<file path="config.mk">
export PLATFORM = sky130hd
export DESIGN_NAME = i2c_master_transaction_sequencer
export DESIGN_NICKNAME = d
export VERILOG_FILES = /design/src/design/i2cs_pkg.sv /design/src/design/i2cs_cfg_regs.sv /design/src/design/i2cs_core.sv /design/src/design/i2cs_out_reg.sv /design/src/design/i2c_master_transaction_sequencer.sv
export SDC_FILE = /design/constraint.sdc
export NUM_CORES = 1
export LEC_CHECK = 0
export ABC_AREA = 1
export BUFFER_PORTS_ARGS = -buffer_cell sky130_fd_sc_hd__buf_2
export CORE_UTILIZATION = 33
export CTS_BUF_LIST = sky130_fd_sc_hd__clkbuf_16
export CTS_CLUSTER_DIAMETER = 50
export DETAILED_ROUTE_END_ITERATION = 10
export HOLD_SLACK_MARGIN = 0.15
export PLACE_DENSITY = 0.5
export SLEW_MARGIN = 20
export SYNTH_ARGS = -nofsm -noshare
export SYNTH_HDL_FRONTEND = slang
export SYNTH_HIERARCHICAL = 1
export SYNTH_SLANG_ARGS = --single-unit
export TNS_END_PERCENT = 100
</file>
<file path="constraint.sdc">
create_clock -name clk -period 5.9 [get_ports clk]
set_input_delay 0.59 -clock clk [delete_from_list [all_inputs] [get_ports clk]]
set_output_delay 0.59 -clock clk [all_outputs]
set_load 0.03 [all_outputs]
</file>
<file path="src/design/i2cs_pkg.sv">
`timescale 1ns / 1ps
`default_nettype none

package i2cs_pkg;

  // Counter width default
  localparam int unsigned CountBitsDefault = 8;

  // Field widths
  localparam int unsigned AddrBits = 7;
  localparam int unsigned LenBits  = 8;
  localparam int unsigned ByteBits = 8;
  localparam int unsigned CmdBits  = 3;

  // Configuration port
  localparam int unsigned CfgIndexBits = 2;
  localparam int unsigned CfgDataBits  = 8;

  typedef enum logic [CfgIndexBits-1:0] {
    CFG_SLAVE_ADDRESS = 2'd0,
    CFG_WRITE_LENGTH  = 2'd1,
    CFG_READ_LENGTH   = 2'd2
  } cfg_index_t;

  // Stream payload widths
  localparam int unsigned InDataBits  = 24;  // nacked, rx byte, tx byte, pad
  localparam int unsigned OutDataBits = 32;  // seven result fields, pad

  // Bus engine commands
  typedef enum logic [CmdBits-1:0] {
    CMD_NONE      = 3'd0,
    CMD_START     = 3'd1,
    CMD_RSTART    = 3'd2,
    CMD_WRITE     = 3'd3,
    CMD_READ_ACK  = 3'd4,
    CMD_READ_NACK = 3'd5,
    CMD_STOP      = 3'd6
  } cmd_t;

  // Event kinds carried in the input tuser
  localparam logic FUNC_BEGIN    = 1'b0;
  localparam logic FUNC_COMPLETE = 1'b1;

  // Transaction phase, one-hot
  typedef enum logic [7:0] {
    PH_IDLE   = 8'b0000_0001,
    PH_START  = 8'b0000_0010,
    PH_WADDR  = 8'b0000_0100,
    PH_WDATA  = 8'b0000_1000,
    PH_RSTART = 8'b0001_0000,
    PH_RADDR  = 8'b0010_0000,
    PH_READ   = 8'b0100_0000,
    PH_STOP   = 8'b1000_0000
  } phase_t;

  // Configuration register values
  typedef struct packed {
    logic [AddrBits-1:0] slave_address;
    logic [LenBits-1:0]  write_length;
    logic [LenBits-1:0]  read_length;
  } cfg_t;

  // One result beat
  typedef struct packed {
    cmd_t                bus_command;
    logic [ByteBits-1:0] command_byte;
    logic [ByteBits-1:0] write_index;
    logic                read_valid;
    logic [ByteBits-1:0] read_data;
    logic                finished;
    logic                result_status;
  } result_t;

endpackage

`default_nettype wire

</file>
<file path="src/design/i2cs_cfg_regs.sv">
`timescale 1ns / 1ps
`default_nettype none

module i2cs_cfg_regs
  import i2cs_pkg::*;
(
  input  wire logic                    clk,
  input  wire logic                    rst,
  input  wire logic                    cfg_we,
  input  wire logic [CfgIndexBits-1:0] cfg_addr,
  input  wire logic [CfgDataBits-1:0]  cfg_wdata,
  output cfg_t                         cfg
);

  // Register file; writes to unused indexes are dropped
  always_ff @(posedge clk) begin
    if (rst) begin
      cfg <= '0;
    end else if (cfg_we) begin
      unique case (cfg_addr)
        CFG_SLAVE_ADDRESS: cfg.slave_address <= cfg_wdata[AddrBits-1:0];
        CFG_WRITE_LENGTH:  cfg.write_length  <= cfg_wdata[LenBits-1:0];
        CFG_READ_LENGTH:   cfg.read_length   <= cfg_wdata[LenBits-1:0];
        default: ;
      endcase
    end
  end

endmodule

`default_nettype wire

</file>
<file path="src/design/i2cs_core.sv">
`timescale 1ns / 1ps
`default_nettype none

module i2cs_core
  import i2cs_pkg::*;
#(
  parameter int unsigned COUNT_BITS = CountBitsDefault
) (
  input  wire logic                clk,
  input  wire logic                rst,
  input  wire cfg_t                cfg,
  input  wire logic                fire,
  input  wire logic                func,
  input  wire logic                slave_nacked,
  input  wire logic [ByteBits-1:0] received_byte,
  input  wire logic [ByteBits-1:0] next_write_byte,
  output result_t                  result
);

  localparam int unsigned ExtBits = (COUNT_BITS > LenBits) ? COUNT_BITS : LenBits;

  phase_t                phase, phase_next;
  logic [COUNT_BITS-1:0] written_count, written_count_next;
  logic [COUNT_BITS-1:0] read_count, read_count_next;
  logic                  error_seen, error_seen_next;

  logic [ExtBits-1:0]    wlen_ext, rlen_ext, wcount_ext;
  logic [COUNT_BITS-1:0] wlen, rlen, wc_inc;
  logic [ByteBits-1:0]   addr_w, addr_r;
  cmd_t                  cmd;
  logic [ByteBits-1:0]   cbyte;
  logic                  rvalid, fin;

  // Lengths compared modulo 2^COUNT_BITS
  assign wlen_ext = ExtBits'(cfg.write_length);
  assign rlen_ext = ExtBits'(cfg.read_length);
  assign wlen     = wlen_ext[COUNT_BITS-1:0];
  assign rlen     = rlen_ext[COUNT_BITS-1:0];
  assign addr_w   = {cfg.slave_address, 1'b0};
  assign addr_r   = {cfg.slave_address, 1'b1};

  // Next read command, or STOP once all bytes are in
  function automatic cmd_t read_cmd(input logic [COUNT_BITS-1:0] cnt,
                                    input logic [COUNT_BITS-1:0] len);
    cmd_t c;
    if (cnt < len) begin
      c = ((cnt + 1'b1) < len) ? CMD_READ_ACK : CMD_READ_NACK;
    end else begin
      c = CMD_STOP;
    end
    return c;
  endfunction

  // Event decode: one command per event
  always_comb begin
    phase_next         = phase;
    written_count_next = written_count;
    read_count_next    = read_count;
    error_seen_next    = error_seen;
    cmd                = CMD_NONE;
    cbyte              = '0;
    rvalid             = 1'b0;
    fin                = 1'b0;
    wc_inc             = written_count + 1'b1;

    if (func == FUNC_BEGIN) begin
      if (phase == PH_IDLE) begin
        written_count_next = '0;
        read_count_next    = '0;
        error_seen_next    = 1'b0;
        cmd                = CMD_START;
        phase_next         = PH_START;
      end
    end else begin
      unique case (phase)
        PH_IDLE: ;
        PH_START: begin
          if (wlen != '0) begin
            cmd        = CMD_WRITE;
            cbyte      = addr_w;
            phase_next = PH_WADDR;
          end else if (rlen != '0) begin
            cmd        = CMD_WRITE;
            cbyte      = addr_r;
            phase_next = PH_RADDR;
          end else begin
            cmd        = CMD_STOP;
            phase_next = PH_STOP;
          end
        end
        PH_WADDR, PH_WDATA: begin
          if (slave_nacked) begin
            error_seen_next = 1'b1;
            cmd             = CMD_STOP;
            phase_next      = PH_STOP;
          end else begin
            if (phase == PH_WDATA) written_count_next = wc_inc;
            if (written_count_next < wlen) begin
              cmd        = CMD_WRITE;
              cbyte      = next_write_byte;
              phase_next = PH_WDATA;
            end else if (rlen != '0) begin
              cmd        = CMD_RSTART;
              phase_next = PH_RSTART;
            end else begin
              cmd        = CMD_STOP;
              phase_next = PH_STOP;
            end
          end
        end
        PH_RSTART: begin
          cmd        = CMD_WRITE;
          cbyte      = addr_r;
          phase_next = PH_RADDR;
        end
        PH_RADDR: begin
          if (slave_nacked) begin
            error_seen_next = 1'b1;
            cmd             = CMD_STOP;
            phase_next      = PH_STOP;
          end else begin
            cmd        = read_cmd(read_count, rlen);
            phase_next = (cmd == CMD_STOP) ? PH_STOP : PH_READ;
          end
        end
        PH_READ: begin
          rvalid          = 1'b1;
          read_count_next = read_count + 1'b1;
          cmd             = read_cmd(read_count_next, rlen);
          phase_next      = (cmd == CMD_STOP) ? PH_STOP : PH_READ;
        end
        PH_STOP: begin
          fin        = 1'b1;
          phase_next = PH_IDLE;
        end
        default: phase_next = PH_IDLE;
      endcase
    end
  end

  assign wcount_ext = ExtBits'(written_count_next);

  // Result fields for this beat
  always_comb begin
    result.bus_command   = cmd;
    result.command_byte  = cbyte;
    result.write_index   = wcount_ext[ByteBits-1:0];
    result.read_valid    = rvalid;
    result.read_data     = rvalid ? received_byte : '0;
    result.finished      = fin;
    result.result_status = error_seen_next;
  end

  // Transaction state, advanced on each accepted beat
  always_ff @(posedge clk) begin
    if (rst) begin
      phase         <= PH_IDLE;
      written_count <= '0;
      read_count    <= '0;
      error_seen    <= 1'b0;
    end else if (fire) begin
      phase         <= phase_next;
      written_count <= written_count_next;
      read_count    <= read_count_next;
      error_seen    <= error_seen_next;
    end
  end

endmodule

`default_nettype wire

</file>
<file path="src/design/i2cs_out_reg.sv">
`timescale 1ns / 1ps
`default_nettype none

module i2cs_out_reg
  import i2cs_pkg::*;
(
  input  wire logic                   clk,
  input  wire logic                   rst,
  input  wire logic                   load,
  input  wire result_t                result,
  output logic                        room,
  output logic                        m_axis_tvalid,
  input  wire logic                   m_axis_tready,
  output logic [OutDataBits-1:0]      m_axis_tdata
);

  localparam int unsigned ResBits = $bits(result_t);

  result_t held;

  // Free when empty or the held beat leaves this cycle
  assign room = !m_axis_tvalid || m_axis_tready;

  always_ff @(posedge clk) begin
    if (rst) begin
      m_axis_tvalid <= 1'b0;
    end else if (room) begin
      m_axis_tvalid <= load;
    end
  end

  always_ff @(posedge clk) begin
    if (room && load) held <= result;
  end

  // Pack fields, first field lowest
  assign m_axis_tdata = {
    {(OutDataBits - ResBits){1'b0}},
    held.result_status,
    held.finished,
    held.read_data,
    held.read_valid,
    held.write_index,
    held.command_byte,
    held.bus_command
  };

endmodule

`default_nettype wire

</file>
<file path="src/design/i2c_master_transaction_sequencer.sv">
`timescale 1ns / 1ps
`default_nettype none

// Channel   Dir  tdata (lsb up)                                    tuser
// s_axis    in   slave_nacked, received_byte, next_write_byte, pad func
// m_axis    out  bus_command, command_byte, write_index,           -
//                read_valid, read_data, finished, result_status, pad
// cfg       in   cfg_we, cfg_addr (0 addr, 1 wr len, 2 rd len), cfg_wdata
//
// One event per cycle while m_axis is not stalled: each event is decoded
// combinationally by the phase state machine into the output register.
// The input takes a new beat whenever the output register is empty or
// draining, so a stalled m_axis holds one result and back-pressures s_axis.
// Synchronous reset returns to idle with cleared counters, config and tvalid.

module i2c_master_transaction_sequencer
  import i2cs_pkg::*;
#(
  parameter int unsigned COUNT_BITS = CountBitsDefault
) (
  input  wire logic                    clk,
  input  wire logic                    rst,
  input  wire logic                    s_axis_tvalid,
  output logic                         s_axis_tready,
  input  wire logic [InDataBits-1:0]   s_axis_tdata,   // slave_nacked, received_byte, next_write_byte
  input  wire logic                    s_axis_tuser,   // func
  output logic                         m_axis_tvalid,
  input  wire logic                    m_axis_tready,
  output logic [OutDataBits-1:0]       m_axis_tdata,   // bus_command .. result_status
  input  wire logic                    cfg_we,
  input  wire logic [CfgIndexBits-1:0] cfg_addr,
  input  wire logic [CfgDataBits-1:0]  cfg_wdata
);

  cfg_t    cfg;
  result_t result;
  logic    room;
  logic    fire;

  assign s_axis_tready = room;
  assign fire          = s_axis_tvalid && room;

  i2cs_cfg_regs u_cfg (
    .clk       (clk),
    .rst       (rst),
    .cfg_we    (cfg_we),
    .cfg_addr  (cfg_addr),
    .cfg_wdata (cfg_wdata),
    .cfg       (cfg)
  );

  i2cs_core #(
    .COUNT_BITS (COUNT_BITS)
  ) u_core (
    .clk             (clk),
    .rst             (rst),
    .cfg             (cfg),
    .fire            (fire),
    .func            (s_axis_tuser),
    .slave_nacked    (s_axis_tdata[0]),
    .received_byte   (s_axis_tdata[8:1]),
    .next_write_byte (s_axis_tdata[16:9]),
    .result          (result)
  );

  i2cs_out_reg u_out (
    .clk           (clk),
    .rst           (rst),
    .load          (fire),
    .result        (result),
    .room          (room),
    .m_axis_tvalid (m_axis_tvalid),
    .m_axis_tready (m_axis_tready),
    .m_axis_tdata  (m_axis_tdata)
  );

endmodule

`default_nettype wire
</file>
Word-level counts from Yosys, hierarchy flattened
Index checks and enable logic that the tools add are counted. Widths: inputs -> output; s select.

Add/sub/neg operators: 3. Multiplexer cells: 52. Magnitude comparators: 4. Equal/unequal tests: 14. Reductions and logical operators: 15.

Operators with widths (count): $mux 8 (25); $pmux 8 s6 (1); $mux 3 (14); $lt 8x8->1 (4); $add 8x1->8 const B (3); $pmux 8 s3 (1); $reduce_bool 8->1 (2); $pmux 3 s5 (1); $mux 1 (10); $eq 8x1->1 const B (1); $eq 8x2->1 const B (1); $eq 8x3->1 const B (1); $eq 8x4->1 const B (1); $eq 8x5->1 const B (1); $eq 8x6->1 const B (1); $eq 8x7->1 const B (1); $eq 8x8->1 const B (1); $eq 3x3->1 const B (2); $reduce_and 2->1 (3); $reduce_and 3->1 (2); $reduce_or 3->1 (1); $eq 2x1->1 const B (1); $eq 2x2->1 const B (1); $logic_and 1x1->1 (2); 7 further kinds (7).

Output and inout bits: 34. Register bits after elaboration: 79. Word-level logic and storage cells: 103.

Depth between registers and ports, before layout
Depth in word-level cells: 12. Gate-level depth with buffers: 20. Gate-level depth less buffers: 20.

By module
The synthesis kept the hierarchy.

By module, submodules not included: i2cs_core (instances 1, cells an instance 424, seq. area each 500.5 µm², area each 2815.2 µm²); i2cs_cfg_regs (instances 1, cells an instance 151, seq. area each 460.4 µm², area each 1041.0 µm²); i2cs_out_reg (instances 1, cells an instance 39, seq. area each 920.9 µm², area each 967.2 µm²); i2c_master_transaction_sequencer (instances 1, cells an instance 2, seq. area each 0.0 µm², area each 7.5 µm²).

Least setup slack after synthesis
No wires, ideal clock.

Path kind: input port to flip-flop. Start point: in m_axis_tready. End point: reg u_out.held (netlist bit u_out/m_axis_tdata[0]) (enable). Required time: 5.473 ns. Stages on the path: 6. Arrival time: 2.507 ns. Slack: 2.966 ns. Library setup time: 0.427 ns. Path through: inv_2 -> nand2_2 -> nand2_1 -> inv_1 -> inv_1 -> a21oi_1.

Word-level cells in the longest chain between the ends: 3.

Ends and longest elaborated chain: start: declaration (RTL line i2c_master_transaction_sequencer.sv:28) `input wire logic m_axis_tready,`; $logic_or 1x1->1 (RTL line i2cs_out_reg.sv:22) `assign room = !m_axis_tvalid || m_axis_tready;`; named net s_axis_tready (RTL line i2c_master_transaction_sequencer.sv:24) `output logic s_axis_tready,`; $logic_and 1x1->1 (RTL line i2c_master_transaction_sequencer.sv:41) `assign fire = s_axis_tvalid && room;`; named net fire (RTL line i2c_master_transaction_sequencer.sv:38) `logic fire;`; $logic_and 1x1->1 (RTL line i2cs_out_reg.sv:33) `if (room && load) held <= result;`; end signal: assignment (RTL line i2cs_out_reg.sv:33); end: declaration (RTL line i2cs_out_reg.sv:19) `result_t held;`.

The timed path passes the listed nets, and every way through them passes these cells. A chain may end at the register's enable or synchronous reset.

==> summary.md <==
| Metric | Value |
|---|---|
| Mean Syn Cell Area | 7.84 sq um |
| Avg WL per Cell | 13.0 um |
| Post-synth ARST share | 0% |
| Seq/Total Area, Yosys | 39.0% |
| Crit-path max FO | 6 |
| Internal | 0.988 mW |
| CP Buf/Inv Count | 3 |
| Congestion Overflow GR | 0 |
| Post-CTS Setup Inserts | 0 |
| Rel. slew slack | 52.9% |
| Largest family of logic cells by synthesized area | simple AND/OR/NAND/NOR gates |
| Post-DRT Antenna Nets | 0 |
| Layout cell share with drive strength beyond 1 | 20.7% |
| Clock power frac | 41.0% |
| # diodes | 0 |
| DIE HEIGHT | 123 um |
| Kind of critical path | reg2reg |
| Grt met3 use | 3.32% |
| Hold crit path type | reg2reg |
| Sw Pwr | 0.380 mW |
| Total core area | 14100 sq um |
| Slowest CP cell | dfxtp_1 |
| FMAX | 329 MHz |
| Final-report setup violation count | 0 |
| # rows | 43 |
| Synth top area cells | dfxtp_1 (20%), edfxtp_1 (19%), nand2_1 (9.7%) |
| GRT Resource Usage Total | 16.0% |
| Root buf cell | clkbuf_16 |
| Worst Setup End Kind | flip-flop |
| Crit-path most repeated cell | nand2_1 |
| Crit share post-route | 51.5% |
| Met2 GRT Util | 24.2% |
| Worst path required time | 6.00 ns |
| Final WL | 11200 um |
| Clk sink count | 79 |
| CP Launch Type | flip-flop |
| Synth top area share | 20.3% |
| Post-detail-place hpwl | 8420 um |
| Status | completed |
| Largest stage delay, worst path | 0.38 ns |
| Via/cell ratio | 4.66 |
| Sequential power share | 44.4% |
| Worst-margin pin slew | 0.703 ns |
| Number of global-route vias before repair | 3717 |
| 1st-pass router iterations | 4 |
| Clk_skew | 0.00693 ns |
| Number of port buffers | 64 |
| CTS tree | yes |
| Longest Clk Path Bufs | 2 |
| TritonCTS Buffers | 9 |
| Clk_lat worst skew | 0.34 ns |
| Synth warn | 6 |
| Hold Buf Count CTS | 0 |
| Synth top cells by count | nand2_1 (125), inv_1 (99), nor2_1 (68), a21oi_1 (53), dfxtp_1 (49) |
| PostCTS Resize Cnt | 0 |
| Xor/xnor share of the synthesized area | 3.08% |
| Die width | 123 um |
| Post-synthesis mux area share | 0% |
| Yosys reg bits | 79 |
| Largest area contributor in the netlist | dfxtp_1 |
| Cell variety after synth | 45 |
| Clk slew on worst S/H paths | 0.06 ns |
| Max Slew Vio Count | 0 |
| Compound-cell area share of the yosys netlist | 10.6% |
| Top cell family by delay on the critical path | simple AND/OR/NAND/NOR gates |
| Peak VDD IR | 0.000181 V |
| Most frequent cell after synthesis | nand2_1 |
| Post-synthesis simple-gate area fraction | 27.2% |
| Post-synth EDFFs | 30 |
| Cell leakage power | 2.62 nW |
| Cell Pwr Density | 245 nW/um^2 |
| Fin. Hold Viols | 0 |
| Worst Hold Slack | 0.472 ns |
| # DRC | 0 |
| Via count | 4015 |
| Synthesized cell area | 4830 sq um |
| Num ports | 74 |
| Synth Instances | 616 |
| Worst path cell trace | ha_1 -> nand2_1 -> inv_1 -> nor2_1 -> nand3_1 -> nor2_1 -> nand4_1 -> xor2_1 -> inv_1 -> ha_1 -> nand2_1 -> inv_1 -> nand3_1 -> a21oi_1 -> o21ai_0 -> nand4_1 -> nand2_1 -> nand2_1 |
| Area grow syn2layout | 15.6% |
| Die footprint | 15100 sq um |
| Adder-Cell Fraction of Synth Area | 8.03% |
| Pin count of the biggest net entering global routing | 31 |
| H-tree depth | 3 |
| M1 GR Usage | 21.7% |
| First-pass GRT wire length | 18300 um |
| Top Usage Layer GRT | met2 |
| Fin crit period | 3.04 ns |
| GPL Wtd Cong | 0.801 |
| Initial antenna violation count | 0 |
| Max_cap viols | 0 |
| Switching Fraction | 27.8% |
| WP data arrival | 3.14 ns |
| Initial core utilization | 34.3% |
| Setup_tns | 0 ns |
| Comb pwr share | 14.6% |
| RSZ-0062 raised after global routing | false |
| Initial DRC Count | 148 |
| Ys flop type | dfxtp_1 |
| Nets@finish | 747 |
layer usage:
layer	share of wire (%)	up-vias
li1	-	2083
met1	50	1827
met2	42	90
met3	5.2	15
met4	2.3	0
met5	0	-
stage by stage:
step                      area (sq um)  std cells  power [mW]  util (%)  setup WS [ns]
after floorplan                   4830        617       0.763         -           2.97
after global placement            5250        844       0.814      37.3           2.86
after detailed placement          5250        844       0.818      37.3           2.81
after CTS                         5560        860        1.39      39.4           2.79
after global routing              5580        861        1.44      39.6           2.52
final                             5580        861        1.37      39.6           2.86
power groups by stage:
| stage | clock network [mW] | logic, mW | registers (mW) |
|---|---|---|---|
| after CTS | 0.583 | 0.198 | 0.609 |
| after global placement | 0 | 0.194 | 0.620 |
| after detailed placement | 0 | 0.197 | 0.621 |
| final | 0.561 | 0.199 | 0.608 |
| after floorplan | 0 | 0.119 | 0.645 |
| after global routing | 0.606 | 0.223 | 0.611 |
final timing paths:
path,slack (ns),startpoint,end,cells past startpoint
worst min-delay path,0.47,u_core/error_seen$_SDFFE_PP0P_,u_core/error_seen$_SDFFE_PP0P_,2
worst min register to register,0.47,u_core/error_seen$_SDFFE_PP0P_,u_core/error_seen$_SDFFE_PP0P_,2
worst max register to register,2.86,u_core/read_count[0]$_SDFFE_PP0P_,u_out/m_axis_tdata[0]$_DFFE_PP_,18
worst max-delay path,2.86,u_core/read_count[0]$_SDFFE_PP0P_,u_out/m_axis_tdata[0]$_DFFE_PP_,18
flip-flops by register name, indices dropped and copies added (netlist names):
signal / cells
u_out/m_axis_tdata: 30
u_cfg/cfg: 23
u_core/phase: 8
u_core/read_count: 8
u_core/written_count: 8
u_core/error_seen: 1
u_out/m_axis_tvalid: 1
cells in the final DEF (no fill, tap or decap), types with 4 or more instances in the layout:
cell	Yosys	final
buf_2	2	64
clkbuf_16	0	11
xor2_1	13	13
o21ai_1	7	7
xnor2_1	4	4
nor2_1	68	68
a21oi_1	53	52
o21ai_2	5	5
inv_1	99	99
edfxtp_1	30	30
nor2_2	8	8
nand2_1	125	125
nand2_2	6	6
nor4_1	4	4
nand4_1	8	8
dfxtp_1	49	49
inv_2	16	17
nand3_1	22	22
nand2_4	4	4
o21ai_0	11	11
ha_1	31	31
layout make-up:
class / instances / area [sq um]
fill: 1457 / 8510
multi-input combinational: 404 / 2380
sequential: 79 / 1880
inverter: 117 / 442
timing repair buffer: 65 / 348
clock buffer: 11 / 275
tap: 180 / 225
clock inverter: 5 / 27.5
cells by family after synthesis:
logic type / count (synthesis)
and+or+nand+nor: 266
buffers and inverters: 134
AOI/OAI and AO/OA: 88
DFF: 79
adders and majority gates: 31
xor gates and xnor gates: 17
other: 1
worst min-delay path, stage by stage (launching register included):
cell	delay [ns]
dfxtp_1	0.31
nand2_1	0.06
a21oi_1	0.05
No activity file was read; power rests on OpenSTA's default activity.
